--- config.mk ---
export PLATFORM = sky130hd
export DESIGN_NAME = stepper_half_step_ramp_driver_flat
export DESIGN_NICKNAME = d
export VERILOG_FILES = /design/src/stpr_pkg.sv /design/src/stpr_if.sv /design/src/stpr_ramp.sv /design/src/stpr_step.sv /design/src/stepper_half_step_ramp_driver.sv /design/src/flat_wrapper.sv
export VERILOG_INCLUDE_DIRS = /design/src /design/src/src
export SDC_FILE = /design/constraint.sdc
export NUM_CORES = 1
export LEC_CHECK = 0
export BUFFER_PORTS_ARGS = -buffer_cell sky130_fd_sc_hd__buf_4
export CAP_MARGIN = 25
export CORE_ASPECT_RATIO = 1.4
export CORE_MARGIN = 2
export CORE_UTILIZATION = 41
export CTS_CLUSTER_SIZE = 20
export DETAILED_ROUTE_END_ITERATION = 8
export PLACE_DENSITY_LB_ADDON = 0.12
export SKIP_LAST_GASP = 1
export SLEW_MARGIN = 20
export SYNTH_ARGS = -nofsm -noshare
export SYNTH_HDL_FRONTEND = slang
export SYNTH_SLANG_ARGS = --single-unit
--- constraint.sdc ---
create_clock -name clk -period 18.25 [get_ports clk]
set_input_delay 3.65 -clock clk [delete_from_list [all_inputs] [get_ports clk]]
set_output_delay 3.65 -clock clk [all_outputs]
set_load 0.01 [all_outputs]
--- src/assert_macros.svh ---
// ----------------------------------------------------------------------------
// assert_macros.svh
// shared concurrent assertion macros
// ----------------------------------------------------------------------------
`ifndef ASSERT_MACROS_SVH
`define ASSERT_MACROS_SVH

// property must hold at every clock edge outside reset
`define ASSERT_ALWAYS(lbl, clk, rst_n, prop) \
    lbl: assert property (@(posedge clk) disable iff (!rst_n) (prop)) \
        else $error("assertion failed");

// antecedent implies consequent in the same cycle
`define ASSERT_IMPLIES(lbl, clk, rst_n, ante, cons) \
    lbl: assert property (@(posedge clk) disable iff (!rst_n) (ante) |-> (cons)) \
        else $error("assertion failed");

// antecedent implies consequent in the next cycle
`define ASSERT_NEXT(lbl, clk, rst_n, ante, cons) \
    lbl: assert property (@(posedge clk) disable iff (!rst_n) (ante) |=> (cons)) \
        else $error("assertion failed");

`endif

--- src/stpr_pkg.sv ---
// ----------------------------------------------------------------------------
// stpr_pkg
// types, constants and the half-step table of the stepper ramp driver
// ----------------------------------------------------------------------------
package stpr_pkg;

    localparam int CfgDataWidth = 16;
    localparam int CfgIndexWidth = 2;

    // register indexes on the configuration port
    typedef enum logic [CfgIndexWidth-1:0] {
        REG_STEP_LIMIT    = 2'd0,
        REG_RAMP_INTERVAL = 2'd1,
        REG_RAMP_MODE     = 2'd2,
        REG_NIBBLE_SELECT = 2'd3
    } cfg_reg_t;

    // ramp modes, code 3 behaves as hold
    typedef enum logic [1:0] {
        RAMP_HOLD  = 2'd0,
        RAMP_ACCEL = 2'd1,
        RAMP_DECEL = 2'd2
    } ramp_mode_t;

    localparam logic [15:0] StepLimitReset    = 16'd40000;
    localparam logic [15:0] RampIntervalReset = 16'd50;
    localparam logic [1:0]  RampModeReset     = 2'd1;

    localparam logic [6:0] StepDelayBase = 7'd70;
    localparam logic [5:0] SpeedUpMax    = 6'd61;
    localparam logic [5:0] SpeedDownMin  = 6'd8;
    localparam logic [5:0] SpeedReset    = 6'd8;
    localparam logic [5:0] SpeedFloor    = 6'd7;
    localparam logic [5:0] SpeedCeil     = 6'd62;

    typedef struct packed {
        logic [15:0] step_limit;
        logic [15:0] ramp_interval;
        logic [1:0]  ramp_mode;
        logic        nibble_select;
    } cfg_t;

    // one item moving from the input stage into the state update
    typedef struct packed {
        logic valid;
        logic tick;
    } adv_t;

    // A-AB-B-BC-C-CD-D-DA
    function automatic logic [3:0] half_step_pattern(input logic [2:0] idx);
        logic [3:0] pat;
        case (idx)
            3'd0:    pat = 4'h1;
            3'd1:    pat = 4'h3;
            3'd2:    pat = 4'h2;
            3'd3:    pat = 4'h6;
            3'd4:    pat = 4'h4;
            3'd5:    pat = 4'hC;
            3'd6:    pat = 4'h8;
            3'd7:    pat = 4'h9;
            default: pat = 4'h0;
        endcase
        return pat;
    endfunction

endpackage

--- src/stpr_if.sv ---
// ----------------------------------------------------------------------------
// stpr_tick_if / stpr_status_if
// valid/ready channels of the stepper ramp driver
// ----------------------------------------------------------------------------
interface stpr_tick_if;
    logic valid;
    logic ready;
    logic tick;

    modport source (output valid, output tick, input ready);
    modport sink (input valid, input tick, output ready);
endinterface

interface stpr_status_if;
    logic       valid;
    logic       ready;
    logic [7:0] phase_drive;
    logic [5:0] current_speed;
    logic       finished;

    modport source (output valid, output phase_drive, output current_speed,
                    output finished, input ready);
    modport sink (input valid, input phase_drive, input current_speed,
                  input finished, output ready);
endinterface

--- src/stpr_ramp.sv ---
// ----------------------------------------------------------------------------
// stpr_ramp
// time count and speed ramp state
// ----------------------------------------------------------------------------
`include "assert_macros.svh"

module stpr_ramp
    import stpr_pkg::*;
(
    input  logic        clk,
    input  logic        rst_n,
    input  adv_t        adv,
    input  cfg_t        cfg,
    output logic [15:0] time_next,
    output logic [5:0]  speed_next
);

    logic [15:0] time_reg;
    logic [15:0] ramp_stamp_reg;
    logic [15:0] ramp_stamp_next;
    logic [5:0]  speed_reg;
    logic [15:0] since;
    logic        ramp_fire;

    always_comb
    begin
        time_next = time_reg + {15'd0, adv.tick};
        // wrapping distance since the last ramp change
        since = time_next - ramp_stamp_reg;
        ramp_fire = (since >= cfg.ramp_interval);
        ramp_stamp_next = ramp_fire ? time_next : ramp_stamp_reg;
        speed_next = speed_reg;
        if (ramp_fire)
        begin
            case (cfg.ramp_mode)
                RAMP_ACCEL:
                begin
                    if (speed_reg <= SpeedUpMax)
                        speed_next = speed_reg + 6'd1;
                end
                RAMP_DECEL:
                begin
                    if (speed_reg >= SpeedDownMin)
                        speed_next = speed_reg - 6'd1;
                end
                default: speed_next = speed_reg;
            endcase
        end
    end

    always_ff @(posedge clk or negedge rst_n)
    begin
        if (!rst_n)
        begin
            time_reg       <= '0;
            ramp_stamp_reg <= '0;
            speed_reg      <= SpeedReset;
        end
        else if (adv.valid)
        begin
            time_reg       <= time_next;
            ramp_stamp_reg <= ramp_stamp_next;
            speed_reg      <= speed_next;
        end
    end

    `ASSERT_ALWAYS(a_speed_range, clk, rst_n,
        speed_reg >= SpeedFloor && speed_reg <= SpeedCeil)
    `ASSERT_NEXT(a_time_holds, clk, rst_n, !adv.valid, time_reg == $past(time_reg))

endmodule

--- src/stpr_step.sv ---
// ----------------------------------------------------------------------------
// stpr_step
// step timing, phase sequence and step count
// ----------------------------------------------------------------------------
`include "assert_macros.svh"

module stpr_step
    import stpr_pkg::*;
(
    input  logic        clk,
    input  logic        rst_n,
    input  adv_t        adv,
    input  cfg_t        cfg,
    input  logic [15:0] time_next,
    input  logic [5:0]  speed_next,
    output logic [7:0]  drive_next,
    output logic        finished_next
);

    logic [15:0] step_stamp_reg;
    logic [15:0] step_stamp_next;
    logic [15:0] steps_done_reg;
    logic [15:0] steps_done_next;
    logic [2:0]  phase_index_reg;
    logic [2:0]  phase_index_next;
    logic [7:0]  drive_hold_reg;
    logic [6:0]  delay;
    logic [15:0] since;
    logic        step_ok;
    logic        step_fire;
    logic [3:0]  pat;

    always_comb
    begin
        // count saturates, no step once it is all ones
        step_ok = (steps_done_reg <= cfg.step_limit) && (steps_done_reg != 16'hFFFF);
        delay = StepDelayBase - {1'b0, speed_next};
        since = time_next - step_stamp_reg;
        step_fire = step_ok && (since >= {9'd0, delay});
        pat = half_step_pattern(phase_index_reg);

        step_stamp_next  = step_stamp_reg;
        steps_done_next  = steps_done_reg;
        phase_index_next = phase_index_reg;
        drive_next       = drive_hold_reg;
        if (step_fire)
        begin
            step_stamp_next  = time_next;
            steps_done_next  = steps_done_reg + 16'd1;
            phase_index_next = phase_index_reg + 3'd1;
            drive_next       = cfg.nibble_select ? {pat, 4'h0} : {4'h0, pat};
        end
        finished_next = (steps_done_next > cfg.step_limit);
    end

    always_ff @(posedge clk or negedge rst_n)
    begin
        if (!rst_n)
        begin
            step_stamp_reg  <= '0;
            steps_done_reg  <= '0;
            phase_index_reg <= '0;
            drive_hold_reg  <= '0;
        end
        else if (adv.valid)
        begin
            step_stamp_reg  <= step_stamp_next;
            steps_done_reg  <= steps_done_next;
            phase_index_reg <= phase_index_next;
            drive_hold_reg  <= drive_next;
        end
    end

    `ASSERT_ALWAYS(a_one_nibble, clk, rst_n,
        drive_hold_reg[7:4] == 4'h0 || drive_hold_reg[3:0] == 4'h0)
    `ASSERT_IMPLIES(a_count_step, clk, rst_n,
        steps_done_reg != $past(steps_done_reg),
        steps_done_reg == $past(steps_done_reg) + 16'd1
        && phase_index_reg == $past(phase_index_reg) + 3'd1)

endmodule

--- src/stepper_half_step_ramp_driver.sv ---
// ----------------------------------------------------------------------------
// stepper_half_step_ramp_driver
// one half-step stepper channel with speed ramp, driven by tick items
// ----------------------------------------------------------------------------
// Takes one item per clock while the output side is ready and returns one status
// item for each: the item is captured in an input register, the ramp and
// step updates of the channel state run in compare-and-add logic, and the
// status lands in a result register. The channel state is updated as each
// item advances, so back-to-back items see each other's updates.
// Configuration registers are written through cfg_we, cfg_index and cfg_data;
// the user must write them only while no item is in flight, which the block
// itself does not enforce. The nibble choice takes effect at the next step.
`include "assert_macros.svh"

module stepper_half_step_ramp_driver
    import stpr_pkg::*;
(
    input  logic                     clk,
    input  logic                     rst_n,
    stpr_tick_if.sink                tick_ch,
    stpr_status_if.source            status_ch,
    input  logic                     cfg_we,
    input  logic [CfgIndexWidth-1:0] cfg_index,
    input  logic [CfgDataWidth-1:0]  cfg_data
);

    cfg_t        cfg_reg;
    logic        in_valid_reg;
    logic        in_tick_reg;
    logic        out_valid_reg;
    logic [7:0]  drive_reg;
    logic [5:0]  speed_out_reg;
    logic        finished_reg;
    logic        advance;
    logic        accept;
    adv_t        adv;
    logic [15:0] time_next;
    logic [5:0]  speed_next;
    logic [7:0]  drive_next;
    logic        finished_next;

    always_comb
    begin
        advance = in_valid_reg && (!out_valid_reg || status_ch.ready);
        accept = tick_ch.valid && tick_ch.ready;
        adv.valid = advance;
        adv.tick = in_tick_reg;
    end

    assign tick_ch.ready = !in_valid_reg || advance;

    always_ff @(posedge clk or negedge rst_n)
    begin
        if (!rst_n)
        begin
            cfg_reg.step_limit    <= StepLimitReset;
            cfg_reg.ramp_interval <= RampIntervalReset;
            cfg_reg.ramp_mode     <= RampModeReset;
            cfg_reg.nibble_select <= 1'b0;
        end
        else if (cfg_we)
        begin
            case (cfg_reg_t'(cfg_index))
                REG_STEP_LIMIT:    cfg_reg.step_limit    <= cfg_data;
                REG_RAMP_INTERVAL: cfg_reg.ramp_interval <= cfg_data;
                REG_RAMP_MODE:     cfg_reg.ramp_mode     <= cfg_data[1:0];
                REG_NIBBLE_SELECT: cfg_reg.nibble_select <= cfg_data[0];
                default:           cfg_reg <= cfg_reg;
            endcase
        end
    end

    always_ff @(posedge clk or negedge rst_n)
    begin
        if (!rst_n)
        begin
            in_valid_reg  <= 1'b0;
            out_valid_reg <= 1'b0;
        end
        else
        begin
            if (accept)
                in_valid_reg <= 1'b1;
            else if (advance)
                in_valid_reg <= 1'b0;
            if (advance)
                out_valid_reg <= 1'b1;
            else if (status_ch.ready)
                out_valid_reg <= 1'b0;
        end
    end

    always_ff @(posedge clk)
    begin
        if (accept)
            in_tick_reg <= tick_ch.tick;
        if (advance)
        begin
            drive_reg     <= drive_next;
            speed_out_reg <= speed_next;
            finished_reg  <= finished_next;
        end
    end

    stpr_ramp u_ramp (
        .clk        (clk),
        .rst_n      (rst_n),
        .adv        (adv),
        .cfg        (cfg_reg),
        .time_next  (time_next),
        .speed_next (speed_next)
    );

    stpr_step u_step (
        .clk           (clk),
        .rst_n         (rst_n),
        .adv           (adv),
        .cfg           (cfg_reg),
        .time_next     (time_next),
        .speed_next    (speed_next),
        .drive_next    (drive_next),
        .finished_next (finished_next)
    );

    assign status_ch.valid         = out_valid_reg;
    assign status_ch.phase_drive   = drive_reg;
    assign status_ch.current_speed = speed_out_reg;
    assign status_ch.finished      = finished_reg;

    // a stalled result keeps the waiting input item in place
    `ASSERT_NEXT(a_stall_holds_input, clk, rst_n,
        in_valid_reg && out_valid_reg && !status_ch.ready, in_valid_reg)
    `ASSERT_NEXT(a_advance_fills_output, clk, rst_n, advance, out_valid_reg)

endmodule
--- src/flat_wrapper.sv ---
// flat-port wrapper written by rule: the top's interface ports become plain ports
module stepper_half_step_ramp_driver_flat import stpr_pkg::*;
  (clk, rst_n, cfg_we, cfg_index, cfg_data, tick_ch_valid, tick_ch_tick, tick_ch_ready, status_ch_valid, status_ch_phase_drive, status_ch_current_speed, status_ch_finished, status_ch_ready);
  stpr_tick_if tick_ch_i ();
  stpr_status_if status_ch_i ();
  input  logic clk;
  input  logic rst_n;
  input  logic cfg_we;
  input  logic [CfgIndexWidth-1:0] cfg_index;
  input  logic [CfgDataWidth-1:0] cfg_data;
  input wire logic [$bits(tick_ch_i.valid)-1:0] tick_ch_valid;
  input wire logic [$bits(tick_ch_i.tick)-1:0] tick_ch_tick;
  output wire logic [$bits(tick_ch_i.ready)-1:0] tick_ch_ready;
  output wire logic [$bits(status_ch_i.valid)-1:0] status_ch_valid;
  output wire logic [$bits(status_ch_i.phase_drive)-1:0] status_ch_phase_drive;
  output wire logic [$bits(status_ch_i.current_speed)-1:0] status_ch_current_speed;
  output wire logic [$bits(status_ch_i.finished)-1:0] status_ch_finished;
  input wire logic [$bits(status_ch_i.ready)-1:0] status_ch_ready;
  assign tick_ch_i.valid = tick_ch_valid;
  assign tick_ch_i.tick = tick_ch_tick;
  assign tick_ch_ready = tick_ch_i.ready;
  assign status_ch_valid = status_ch_i.valid;
  assign status_ch_phase_drive = status_ch_i.phase_drive;
  assign status_ch_current_speed = status_ch_i.current_speed;
  assign status_ch_finished = status_ch_i.finished;
  assign status_ch_i.ready = status_ch_ready;
  stepper_half_step_ramp_driver u_core (.clk(clk), .rst_n(rst_n), .tick_ch(tick_ch_i), .status_ch(status_ch_i), .cfg_we(cfg_we), .cfg_index(cfg_index), .cfg_data(cfg_data));
endmodule
After elaboration in Yosys (flattened, before gate mapping)
Memory sizes are Yosys's and may differ from the RTL's. Index checks and enable logic that the tools add are counted.

$mul: 0. Add/subtract/negate cells: 8. Bitwise operators: 0. Reduce and logical (&&, ||, !) cells: 17. Shift operators: 0. Muxes and demuxes: 11. Magnitude comparators: 6. Equality and inequality tests: 6. Divide/modulo/power cells: 0.

Operator list (number): 16-bit subtractor (2); 6-bit 2-to-1 mux (3); 16-bit by 1-bit adder with 16-bit output (1); 16-bit by 1-bit adder with 16-bit output, second input constant (1); 16-bit greater-or-equal comparator (1); 16-bit by 7-bit greater-or-equal comparator with 1-bit output (1); 16-bit > comparator (1); 16-bit less-or-equal comparator (1); 16-bit 2-to-1 mux (1); 8-bit 2-to-1 mux (2); 16-bit != test, second input constant (1); 6-bit case mux with 2 select lines (1); 2-bit AND reduction (6); 7-bit by 6-bit subtractor with 7-bit output, first input constant (1); 6-bit by 1-bit adder with 6-bit output, second input constant (1); 2-bit equality test, second input constant (3); 6-bit by 4-bit greater-or-equal comparator with 1-bit output, second input constant (1); 6-bit less-or-equal comparator, second input constant (1); 6-bit by 1-bit subtractor with 6-bit output, second input constant (1); 2-bit by 1-bit equality test with 1-bit output, second input constant (2); 1-bit logical AND (4); 1-bit 2-to-1 mux (4); 2-bit nonzero test (2); 3-bit by 1-bit adder with 3-bit output, second input constant (1); 3 further kinds (5).

Bits in latches: 0. Memory bits (writable): 0. Memories kept: 1. Logic and storage cells: 66. Output and inout port bits: 17. Flip-flop bits (word level): 134. Bits in read-only memories: 32.

Memory list: (name not given) (words 8, bits a word 4, rd ports 1, clocked after memory_dff 0, wr ports 0, line stpr_pkg.sv:52) `case (idx)`.

Longest topological paths before layout
Gate-level depths: netlist of run 1.

Word-level depth: 9. Mapped depth: 46. Mapped depth without buffers: 44.

Hierarchy
Synthesis of run 1 repeated with hierarchy kept, for this count alone.

Cells, all modules: 925. Area, all modules: 9644.2 um2.

By module, submodules not included: stpr_step (seq. area each 1076.0 um2, cells an instance 442, instances 1, area an instance 4234.1 um2); stpr_ramp (seq. area each 952.2 um2, cells an instance 383, instances 1, area an instance 3492.1 um2); stepper_half_step_ramp_driver (seq. area each 1417.6 um2, cells an instance 100, instances 1, area an instance 1918.1 um2).

Worst setup path before layout of run 1
No wires, ideal clock.

Path type: reg-to-reg. Start point: register u_core.u_ramp.time_reg[1]. End point: register u_core.finished_reg (netlist: u_core.status_ch.finished), data pin. Arrival: 8.163 ns. Path slack: 9.820 ns. Required time: 17.983 ns. Path buffers: 2. Cell stages (with the launch flop): 46. Path through: dfrtp_1 clkbuf_1 nand4_1 nor2_1 and3_1 nand3_1 xnor2_1 ha_1 or2_2 o31ai_1 a31oi_1 a21o_1 a21oi_1 xnor2_1 ha_1 and3_1 a211oi_1 a31oi_1 (+10 left out) o21ai_0 a211oi_1 o311ai_0 nor4_2 nand4bb_1 buf_2 nand3_2 mux2_2 ha_1 nor2b_1 o21a_1 o21a_1 o21a_1 o21a_1 o21ai_0 nand2b_1 a21oi_1 a21oi_1.

Word-level cells in the longest chain between the ends: 9.

Ends and longest elaborated chain: start: declaration (line stpr_ramp.sv:18) `logic [15:0] time_reg;`; start signal: assignment (line stpr_ramp.sv:61) `time_reg <= time_next;`; 16-bit by 1-bit adder with 16-bit output (line stpr_ramp.sv:27) `time_next = time_reg + {15'd0, adv.tick};`; via u_core.time_next[10] (line stepper_half_step_ramp_driver.sv:37) `logic [15:0] time_next;`; 16-bit subtractor (line stpr_ramp.sv:29) `since = time_next - ramp_stamp_reg;`; 16-bit greater-or-equal comparator (line stpr_ramp.sv:30) `ramp_fire = (since >= cfg.ramp_interval);`; 6-bit 2-to-1 mux (line stpr_ramp.sv:33) `if (ramp_fire)`; via u_core.speed_next[0] (line stepper_half_step_ramp_driver.sv:38) `logic [5:0] speed_next;`; 7-bit by 6-bit subtractor with 7-bit output (line stpr_step.sv:37) `delay = StepDelayBase - {1'b0, speed_next};`; 16-bit by 7-bit greater-or-equal comparator with 1-bit output (line stpr_step.sv:39) `step_fire = step_ok && (since >= {9'd0, delay});`; 1-bit logical AND (line stpr_step.sv:39); 16-bit 2-to-1 mux (line stpr_step.sv:46) `if (step_fire)`; via u_core.u_step.steps_done_next[1] (line stpr_step.sv:23) `logic [15:0] steps_done_next;`; 16-bit > comparator (line stpr_step.sv:53) `finished_next = (steps_done_next > cfg.step_limit);`; via u_core.finished_next (line stepper_half_step_ramp_driver.sv:40) `logic finished_next;`; end signal: assignment (line stepper_half_step_ramp_driver.sv:101) `finished_reg <= finished_next;`; end: declaration (line stepper_half_step_ramp_driver.sv:33) `logic finished_reg;`.

The timed path passes the listed nets, and every way through them passes these cells. A chain may end at the register's enable or synchronous reset.

Worst setup path in the final report of run 1
Start point: register u_core.u_ramp.time_reg[0]. End point: register u_core.finished_reg (netlist: u_core.status_ch.finished), data pin.

The elaborated chain is that of the path after synthesis.

==> impl.org, run 1 <==
** CTS
- Number of hold-repair buffers added at the cts stage :: 0
- The later pin in the worst-skew pair is clocked with a latency of 0.43 ns.
- CTS root buf :: sky130_fd_sc_hd__clkbuf_16
- Level count of the clock H-tree :: 4
- Clock Sinks :: 134
- Gates resized during post-CTS repair numbered 0.
- Post-CTS Setup Repair Bufs :: 0
- TritonCTS built the clock tree.
- Clock transition at the registers of the reported paths :: 0.06 ns
- In this run the deepest clock path goes through 2 buffers.
- Buffers inserted during clock tree synthesis total 17.

** Final layout
- Compared with the post-synthesis result, the final layout area differs by 13.0%.
- Commonest cells after routing, fill and taps aside :: 108 x sky130_fd_sc_hd__dfrtp_1, 97 x sky130_fd_sc_hd__ha_1, 82 x sky130_fd_sc_hd__inv_1
- After the last flow step, the layout net total stands at 1,113.
- In the final layout, the multi-input gates occupy 5340 um^2.
- The filler cells instantiated in the layout total 2,131.
- The post-route netlist has 15.3% of its cells at a drive strength greater than 1.
- The register with the most flip-flops in the layout has 35 of them.
- # diodes :: 0
- Most common cell after layout, fill and taps aside :: sky130_fd_sc_hd__dfrtp_1
- The sequential cells in the finished layout cover a total of 3450 um^2.
- Measured on the finished design, the core utilization comes to 46.7%.

** Power and ir drop
- The worst-case IR drop observed on VDD is 92.4 uV.
- Power density over cell area :: 168 nW/um^2
- The analysis attributes to cell leakage a power of 4.82 nW.
- Tot Pwr :: 1.75 mW

** Yosys
- After Yosys synthesis, full adders, half adders and majority gates account for 13.6% of the synthesized area.
- Cell variety after synth :: 64
- Of the total synthesized cell area, the portion taken by XOR and XNOR cells is 7.96%.
- Yosys mapped a number of flops with a built-in enable equal to 16.
- Post-synthesis sequential area ratio :: 37.3%
- Multiplexer cells account for 7.57% of the synthesized area.
- Average cell area after synthesis :: 9.72 um^2
- Share of Yosys cell area claimed by the top area cell type :: 29.2%
- Total of flip-flops plus latches after synthesis :: 134
- The synthesized design spends more area on one cell type than any other, namely sky130_fd_sc_hd__dfrtp_1.
- By area the synthesized netlist is led by sky130_fd_sc_hd__dfrtp_1 29%, sky130_fd_sc_hd__ha_1 13%, sky130_fd_sc_hd__xnor2_1 6.1%.
- Dominant combinational cell family by area after synthesis :: simple AND/OR/NAND/NOR gates
- In the synthesized netlist, the number of instances is 951.
- Area of the mapped netlist :: 9240 um^2
- The synthesized netlist devotes 12.4% of its cell area to compound gates.
- Counting flops with an async set or reset pin after synthesis yields a share of 88.1%.
- Net count of the mapped netlist :: 1,074
- Number of synthesis warnings :: 0
- For this run, the leading register cell type out of synthesis is sky130_fd_sc_hd__dfrtp_1.
- Simple-gate share of the synthesized area :: 16.2%

** Worst hold path
- Worst Hold End :: u_core.u_ramp.time_reg[15]$_DFFE_PN0P_
- The tightest min-delay check is of the register to register type.
- Counting instances, the worst hold path has a depth of 1.
- Beginning of the worst hold path :: u_core.u_ramp.time_reg[15]$_DFFE_PN0P_

** GRT
- The number of global-route vias before repair is 6,897.
- Gr usage total :: 18.8%
- After global routing the overflow that remains totals 0.
- Largest net degree at the start of global routing :: 62
- The number of antenna violations at the first check in global routing is 0.
- First-pass GRT wire length :: 34.9 mm

** STA
- Clock period minus worst slack :: 9.66 ns
- Max Transition Viols Final :: 0
- Worst Tran Pin Value :: 0.832 ns
- Setup violations remaining at the end of the flow were counted as 0.
- Worst setup skew after layout :: 0.0159 ns
- Fin crit share :: 52.9%
- Number of hold-slack violations in the final timing report :: 0
- In the final timing run, aggregate negative setup slack is 0 ns.
- Maximum clock frequency :: 104 MHz
- Worst slew margin relative to its limit :: 44.4%
- Setup repair after global routing left no endpoint under its margin.

** Worst setup path
- Depth of the worst register-to-register path :: 45
- The critical path starts at u_core.u_ramp.time_reg[0]$_DFFE_PN0P_.
- Beginning of the worst register-to-register path :: u_core.u_ramp.time_reg[0]$_DFFE_PN0P_
- Arrival time of the worst setup path :: 9.82 ns
- Nature of the critical path endpoint :: register
- CP bufs+invs :: 1
- FF-to-FF End :: u_core.status_ch.finished$_DFFE_PP_
- Worst EP required :: 18.41 ns
- In this run the register-to-register setup slack is 8.59 ns.
- Worst path top cell family by delay :: compound AO/OA/AOI/OAI gates
- Counting stages on the worst path, the most repeated cell is sky130_fd_sc_hd__ha_1.
- For this design, the slowest cell found on the critical path is sky130_fd_sc_hd__xnor2_1.
- Setup crit start kind :: register
- Along the worst path, the maximum fanout reaches 31.
- The critical path in this run is classified as register to register.
- CP peak stage delay :: 0.41 ns

** Routing
- First DRT Iteration DRCs :: 270
- The routed design has 20.6 mm of wire.
- Before antenna repair, the detailed router went through 4 iterations.
- Average vias per placed instance :: 5.23
- The count of nets left with antenna violations once routing finished came out at 0.
- Total DRC errors in the routed layout :: 0
- Average wire per cell in the routed design :: 15.8 um
- Routed vias :: 6,815

** Die
- The floorplan has 65 rows.
- Die Y :: 182 um
- Total core area :: 22,400 um^2
- The floorplan step defined a die boundary enclosing 23,800 um^2.
- 41 I/O pins were placed.
- Once the floorplan was initialized, standard cells occupied 41.3% of the core.
- Overall die width :: 131 um

** Place
- Detailed placement finished with a half-perimeter wire length of 15.5 mm.
- Count of buffers from port buffering :: 40
- Placer's final routability congestion estimate :: 0.824

** Run status
- Run status :: finished clean

** Flow run
- Max-cap violations in this run came to 0.
logic make-up (layout without fill, tap and decap cells):
group                    after synthesis  count (layout)
multiplexers                          57              57
flip-flops                           134             134
XOR/XNOR                              84              84
AND/OR/NAND/NOR                      290             290
buffers and inverters                109             161
adder cells (fa/ha/maj)               99              99
AO/OA/AOI/OAI                        178             178
worst max-delay path by stage:
stage                                               end  depth (start not counted)  slack, ns
finish              u_core.status_ch.finished$_DFFE_PP_                         45       8.59
global route        u_core.status_ch.finished$_DFFE_PP_                         45       7.93
CTS                 u_core.status_ch.finished$_DFFE_PP_                         45       8.54
detailed placement  u_core.status_ch.finished$_DFFE_PP_                         45       8.57
global placement    u_core.status_ch.finished$_DFFE_PP_                         45       8.75
floorplan           u_core.status_ch.finished$_DFFE_PP_                         45       9.82
cells in the mapped netlist, drive strengths merged (22+ instances only):
library cell,n
a21o,22
xnor2,64
nor3,25
ha,97
mux2,55
nor2,44
nand3,46
nand4,24
o21ai,51
nand2,78
a21oi,32
dfrtp,108
inv,82
per-stage QoR:
stage	hold WS (ns)	std cells	cell area (um^2)	setup WS [ns]
2_1_floorplan	0.457	951	9240	9.82
3_3_place_gp	0.477	1272	9820	8.75
3_5_place_dp	0.477	1272	9820	8.57
4_1_cts	0.489	1304	10400	8.54
5_1_grt	0.500	1304	10400	7.93
6_report	0.493	1304	10400	8.59
routing by layer:
metal / up-vias / GRT usage [%] / share of wire (%) / wire (um)
li1: 3453 / - / - / -
met4: 0 / 6.60 / 2.5 / 506
met2: 81 / 33.0 / 52 / 10800
met1: 3246 / 23.0 / 43 / 8880
met3: 35 / 2.92 / 2.1 / 427
met5: - / 0 / 0 / 0
area by class of cell:
cell class,count,share of cell area [%]
multi-input cells,708,51.2
flip-flops and latches,134,33.0
well taps,301,3.61
clock buffers,17,4.07
repair buffers,47,3.38
clock inverters,15,1.84
inverters,82,2.95
where the power goes:
part	internal (mW)	switching, mW
Combinational	0.453	0.508
Clock	0.218	0.144
Sequential	0.373	0.0528
No activity file was read; power rests on OpenSTA's default activity.
==> run 2, diff against run 1 <==
--- a/config.mk
+++ b/config.mk
@@ -6,6 +6,7 @@
 export SDC_FILE = /design/constraint.sdc
 export NUM_CORES = 1
 export LEC_CHECK = 0
+export ABC_AREA = 1
 export BUFFER_PORTS_ARGS = -buffer_cell sky130_fd_sc_hd__buf_4
 export CAP_MARGIN = 25
 export CORE_ASPECT_RATIO = 1.4
==> constraint.sdc (replaced) <==
create_clock -name clk -period 8.6 [get_ports clk]
set_input_delay 1.72 -clock clk [delete_from_list [all_inputs] [get_ports clk]]
set_output_delay 1.72 -clock clk [all_outputs]
set_load 0.01 [all_outputs]
==> impl.org, run 2 <==
** Place
- Routability-driven placement finished with a final weighted congestion of 0.874.
- Count of buffers from port buffering :: 40
- Summed over all nets, the half-perimeter wirelength after detailed placement is 18.9 mm.
- Summing all placed instances gives a cell area of 10,300 um^2.

** Worst setup path
- Standard cell with the maximum stage delay on the critical path :: sky130_fd_sc_hd__dfrtp_1
- At the worst endpoint, the arrival time is 7.94 ns.
- Cell type with the highest occurrence count on the critical path :: sky130_fd_sc_hd__nand2_1
- Nature of the critical path endpoint :: register
- Worst path top cell family by delay :: simple AND/OR/NAND/NOR gates
- Along the worst path, the maximum fanout reaches 17.
- Worst setup path class :: register to register
- Worst EP required :: 8.78 ns
- Setup slack on the worst reg-to-reg path comes out at 0.84 ns.
- The number of buffers and inverters on the critical path is 8.
- In this design, the stage delay of the slowest critical-path cell is 0.37 ns.
- Counting cells, the worst reg-to-reg path comes to 54.
- The worst setup path is launched from a register.
- The endpoint identified for the worst register-to-register timing path is u_core.status_ch.finished$_DFFE_PP_.
- In this run the critical register-to-register path is launched from u_core.u_ramp.time_reg[0]$_DFFE_PN0P_.

** CTS
- For the worst-skew pair, the clock arrives at the later sink with an insertion delay of 0.43 ns.
- The tree is rooted in a sky130_fd_sc_hd__clkbuf_16.
- After clock tree synthesis, the clock-pin slew on the worst setup and hold paths is 0.06 ns.
- Clock tree synthesis found a total of 134 sinks.
- CTS built an H-tree with a depth of 4.
- TritonCTS built the clock tree.
- Cts bufs inserted :: 17
- The longest clock path from root to sink contains 2 buffers.

** Routing
- Routed vias :: 8,450
- Total Wirelength :: 24.8 mm
- Once detail routing completed, the nets flagged for antenna violations numbered 0.
- For this run, design rule violations remaining after detail routing come to 0.
- First DRT Iteration DRCs :: 417
- Dividing the detail-routed via count by the number of cells gives 4.92.
- First drt pass iteration count :: 7
- Average wire per cell in the routed design :: 14.4 um

** Yosys
- Yosys printed 0 warnings.
- After technology mapping, the gate count stands at 1,351.
- Leading cell type by number of instances after synthesis :: sky130_fd_sc_hd__nand2_1
- After synthesis, the mean cell area works out to 7.21 um^2.
- After synthesis, the largest family of logic cells by area is simple AND/OR/NAND/NOR gates.
- Cell variety after synth :: 44
- Sequential cells were found to cover 35.4% of the synthesized design area.
- By count the netlist is led by 413 x sky130_fd_sc_hd__nand2_1, 237 x sky130_fd_sc_hd__inv_1, 108 x sky130_fd_sc_hd__dfrtp_1.
- Ys flop type :: sky130_fd_sc_hd__dfrtp_1
- Post-synth top area cell :: sky130_fd_sc_hd__dfrtp_1
- The synthesized netlist occupies a cell area of 9730 um^2.
- Of the total synthesized cell area, the portion taken by XOR and XNOR cells is 4.23%.
- Summing the areas of all compound-gate instances in the mapped netlist gives 10.0% of the synthesized area.
- Number of enable flip-flop cells after synthesis :: 16
- After synthesis, the cell types taking the most area are sky130_fd_sc_hd__dfrtp_1 28%, sky130_fd_sc_hd__nand2_1 16%, sky130_fd_sc_hd__ha_1 12%.
- The number of nets in the synthesized netlist is 1,474.
- Post-synthesis mux area share :: 0%
- Summing the areas of all fa, ha and maj instances in the mapped netlist gives 12.9% of the synthesized area.
- After Yosys synthesis, and, or, nand and nor cells account for 26.6% of the synthesized area.
- Fraction of synthesis flops using an asynchronous set or reset pin :: 88.1%
- Summed over its instances, the top area cell type makes up 27.8% of the synthesized netlist area.
- Total of flip-flops plus latches after synthesis :: 134

** STA
- On the final layout, the worst clock skew is 0.00723 ns.
- Max Transition Viols Final :: 0
- Count of final setup violators :: 0
- Based on the critical path, the design can be clocked at up to 129 MHz.
- Clock period minus worst slack :: 7.76 ns
- Worst Tran Pin Value :: 1.21 ns
- Worst slew margin relative to its limit :: 19.4%
- After layout, the worst path uses 90.3% of the clock period.
- Number of hold-slack violations in the final timing report :: 0

** Final layout
- Layout-stage area growth over the synthesis result :: 13.2%
- Across the whole layout, storage elements account for 3450 um^2.
- Nets :: 1,520
- Fill cells in the final layout number 2,451.
- Max FFs per register :: 35
- Once layout is done, the placed cells without fillers occupy 11,000 um^2.
- For this run, the share of the core covered by cells in the final layout is 47.3%.
- 0 antenna diodes ended up in the layout.
- The multi-input combinational cells in the finished layout cover a total of 5260 um^2.
- Most common cell after layout, fill and taps aside :: sky130_fd_sc_hd__nand2_1
- The post-route netlist has 8.30% of its cells at a drive strength greater than 1.
- Commonest cells after routing, fill and taps aside :: 413 x sky130_fd_sc_hd__nand2_1, 236 x sky130_fd_sc_hd__inv_1, 108 x sky130_fd_sc_hd__dfrtp_1

** Flow run
- The tool flagged a number of max-cap violations equal to 0.

** Die
- Starting density of the core :: 41.8%
- The floorplan has 66 rows.
- Die Y :: 186 um
- Total core area :: 23,300 um^2
- Total die area :: 25,000 um^2
- Boundary Pins :: 41
- The die is 134 um wide.

** Worst hold path
- Along the worst hold path, the cell count comes to 2.
- Worst hold path class :: register to register
- For hold timing, the worst endpoint is u_core.u_step.step_stamp_reg[9]$_DFFE_PN0P_.
- The worst hold path begins at u_core.u_step.step_stamp_reg[9]$_DFFE_PN0P_.

** GRT
- Global routing finished with a remaining overflow of 0.
- Largest net degree at the start of global routing :: 68
- Gr usage total :: 20.7%
- Number of antenna violations at the first check in global routing :: 0
- Via count of the first global-routing pass :: 8,308
- First-pass GRT wire length :: 40.9 mm

** Run status
- The flow ran to the end, and the final reports show no timing, DRC or antenna violations.
==> run 2: cell types whose count changed after synthesis, moves of 39 or more <==
cell                      delta
sky130_fd_sc_hd__mux2_2     -39
sky130_fd_sc_hd__xnor2_1    -59
sky130_fd_sc_hd__nand3_1    +52
sky130_fd_sc_hd__nand2_1   +335
sky130_fd_sc_hd__inv_1     +155
sky130_fd_sc_hd__o21ai_0    +52
==> run 2: cell type report <==
cell class	count	share of cell area (%)
clock inverters	8	1.08
flip-flops and latches	134	31.3
inverters	239	8.14
repair buffers	54	3.75
well taps	306	3.47
clock buffers	24	4.55
multi-input cells	951	47.7
==> run 2: kinds of logic (layout without fill, tap and decap cells) <==
kind of cell / Yosys count / in the layout
AOI/OAI and AO/OA: 183 / 183
and+or+nand+nor: 621 / 622
xor gates and xnor gates: 47 / 47
adders and majority gates: 99 / 99
buffers and inverters: 267 / 325
DFF: 134 / 134
==> run 2: how the worst max path moves through the flow <==
| stage | end | slack (ns) | cells after the start | from |
|---|---|---|---|---|
| after floorplan | u_core.status_ch.finished$_DFFE_PP_ | 1.87 | 55 | u_core.u_ramp.time_reg[0]$_DFFE_PN0P_ |
| after global placement | u_core.status_ch.finished$_DFFE_PP_ | 0.68 | 53 | u_core.u_ramp.time_reg[1]$_DFFE_PN0P_ |
| after detailed placement | u_core.status_ch.finished$_DFFE_PP_ | 0.54 | 54 | u_core.u_ramp.time_reg[0]$_DFFE_PN0P_ |
| after CTS | u_core.status_ch.finished$_DFFE_PP_ | 0.52 | 54 | u_core.u_ramp.time_reg[0]$_DFFE_PN0P_ |
| after global routing | u_core.status_ch.finished$_DFFE_PP_ | -0.02 | 54 | u_core.u_ramp.time_reg[0]$_DFFE_PN0P_ |
| final | u_core.status_ch.finished$_DFFE_PP_ | 0.84 | 54 | u_core.u_ramp.time_reg[0]$_DFFE_PN0P_ |
==> run 2: metal layers <==
metal / share of wire, % / GRT usage (%) / routed length (um)
met5: 0 / 0 / 0
met2: 53 / 38.4 / 13200
met4: 3.2 / 8.74 / 800
met3: 2.4 / 2.91 / 594
met1: 41 / 23.3 / 10200
==> run 2: repair_timing <==
item / CTS / global route
endpoints found under the setup margin: 0 / 1
setup buffers: 0 / 0
hold buffers: 0 / 0
gates resized for setup: 0 / 3
==> run 2: per-stage QoR <==
stage	hold slack (ns)	std cells	TNS (ns)	setup WS [ns]
floorplan	0.449	1351	0	1.87
global placement	0.462	1681	0	0.680
detailed placement	0.465	1681	0	0.541
CTS	0.481	1713	0	0.521
global route	0.501	1716	-0.0186	-0.0186
finish	0.476	1716	0	0.838
==> run 2: tightest hold or removal path: cells and delay by family (launching register included) <==
| family | cells | cell delay, ns |
|---|---|---|
| flops | 1 | 0.34 |
| simple gates | 2 | 0.10 |
Power of run 2 is left out: the tool's default activity adds up to more than one toggle a clock period on the data nets, which glitch-free logic cannot reach.
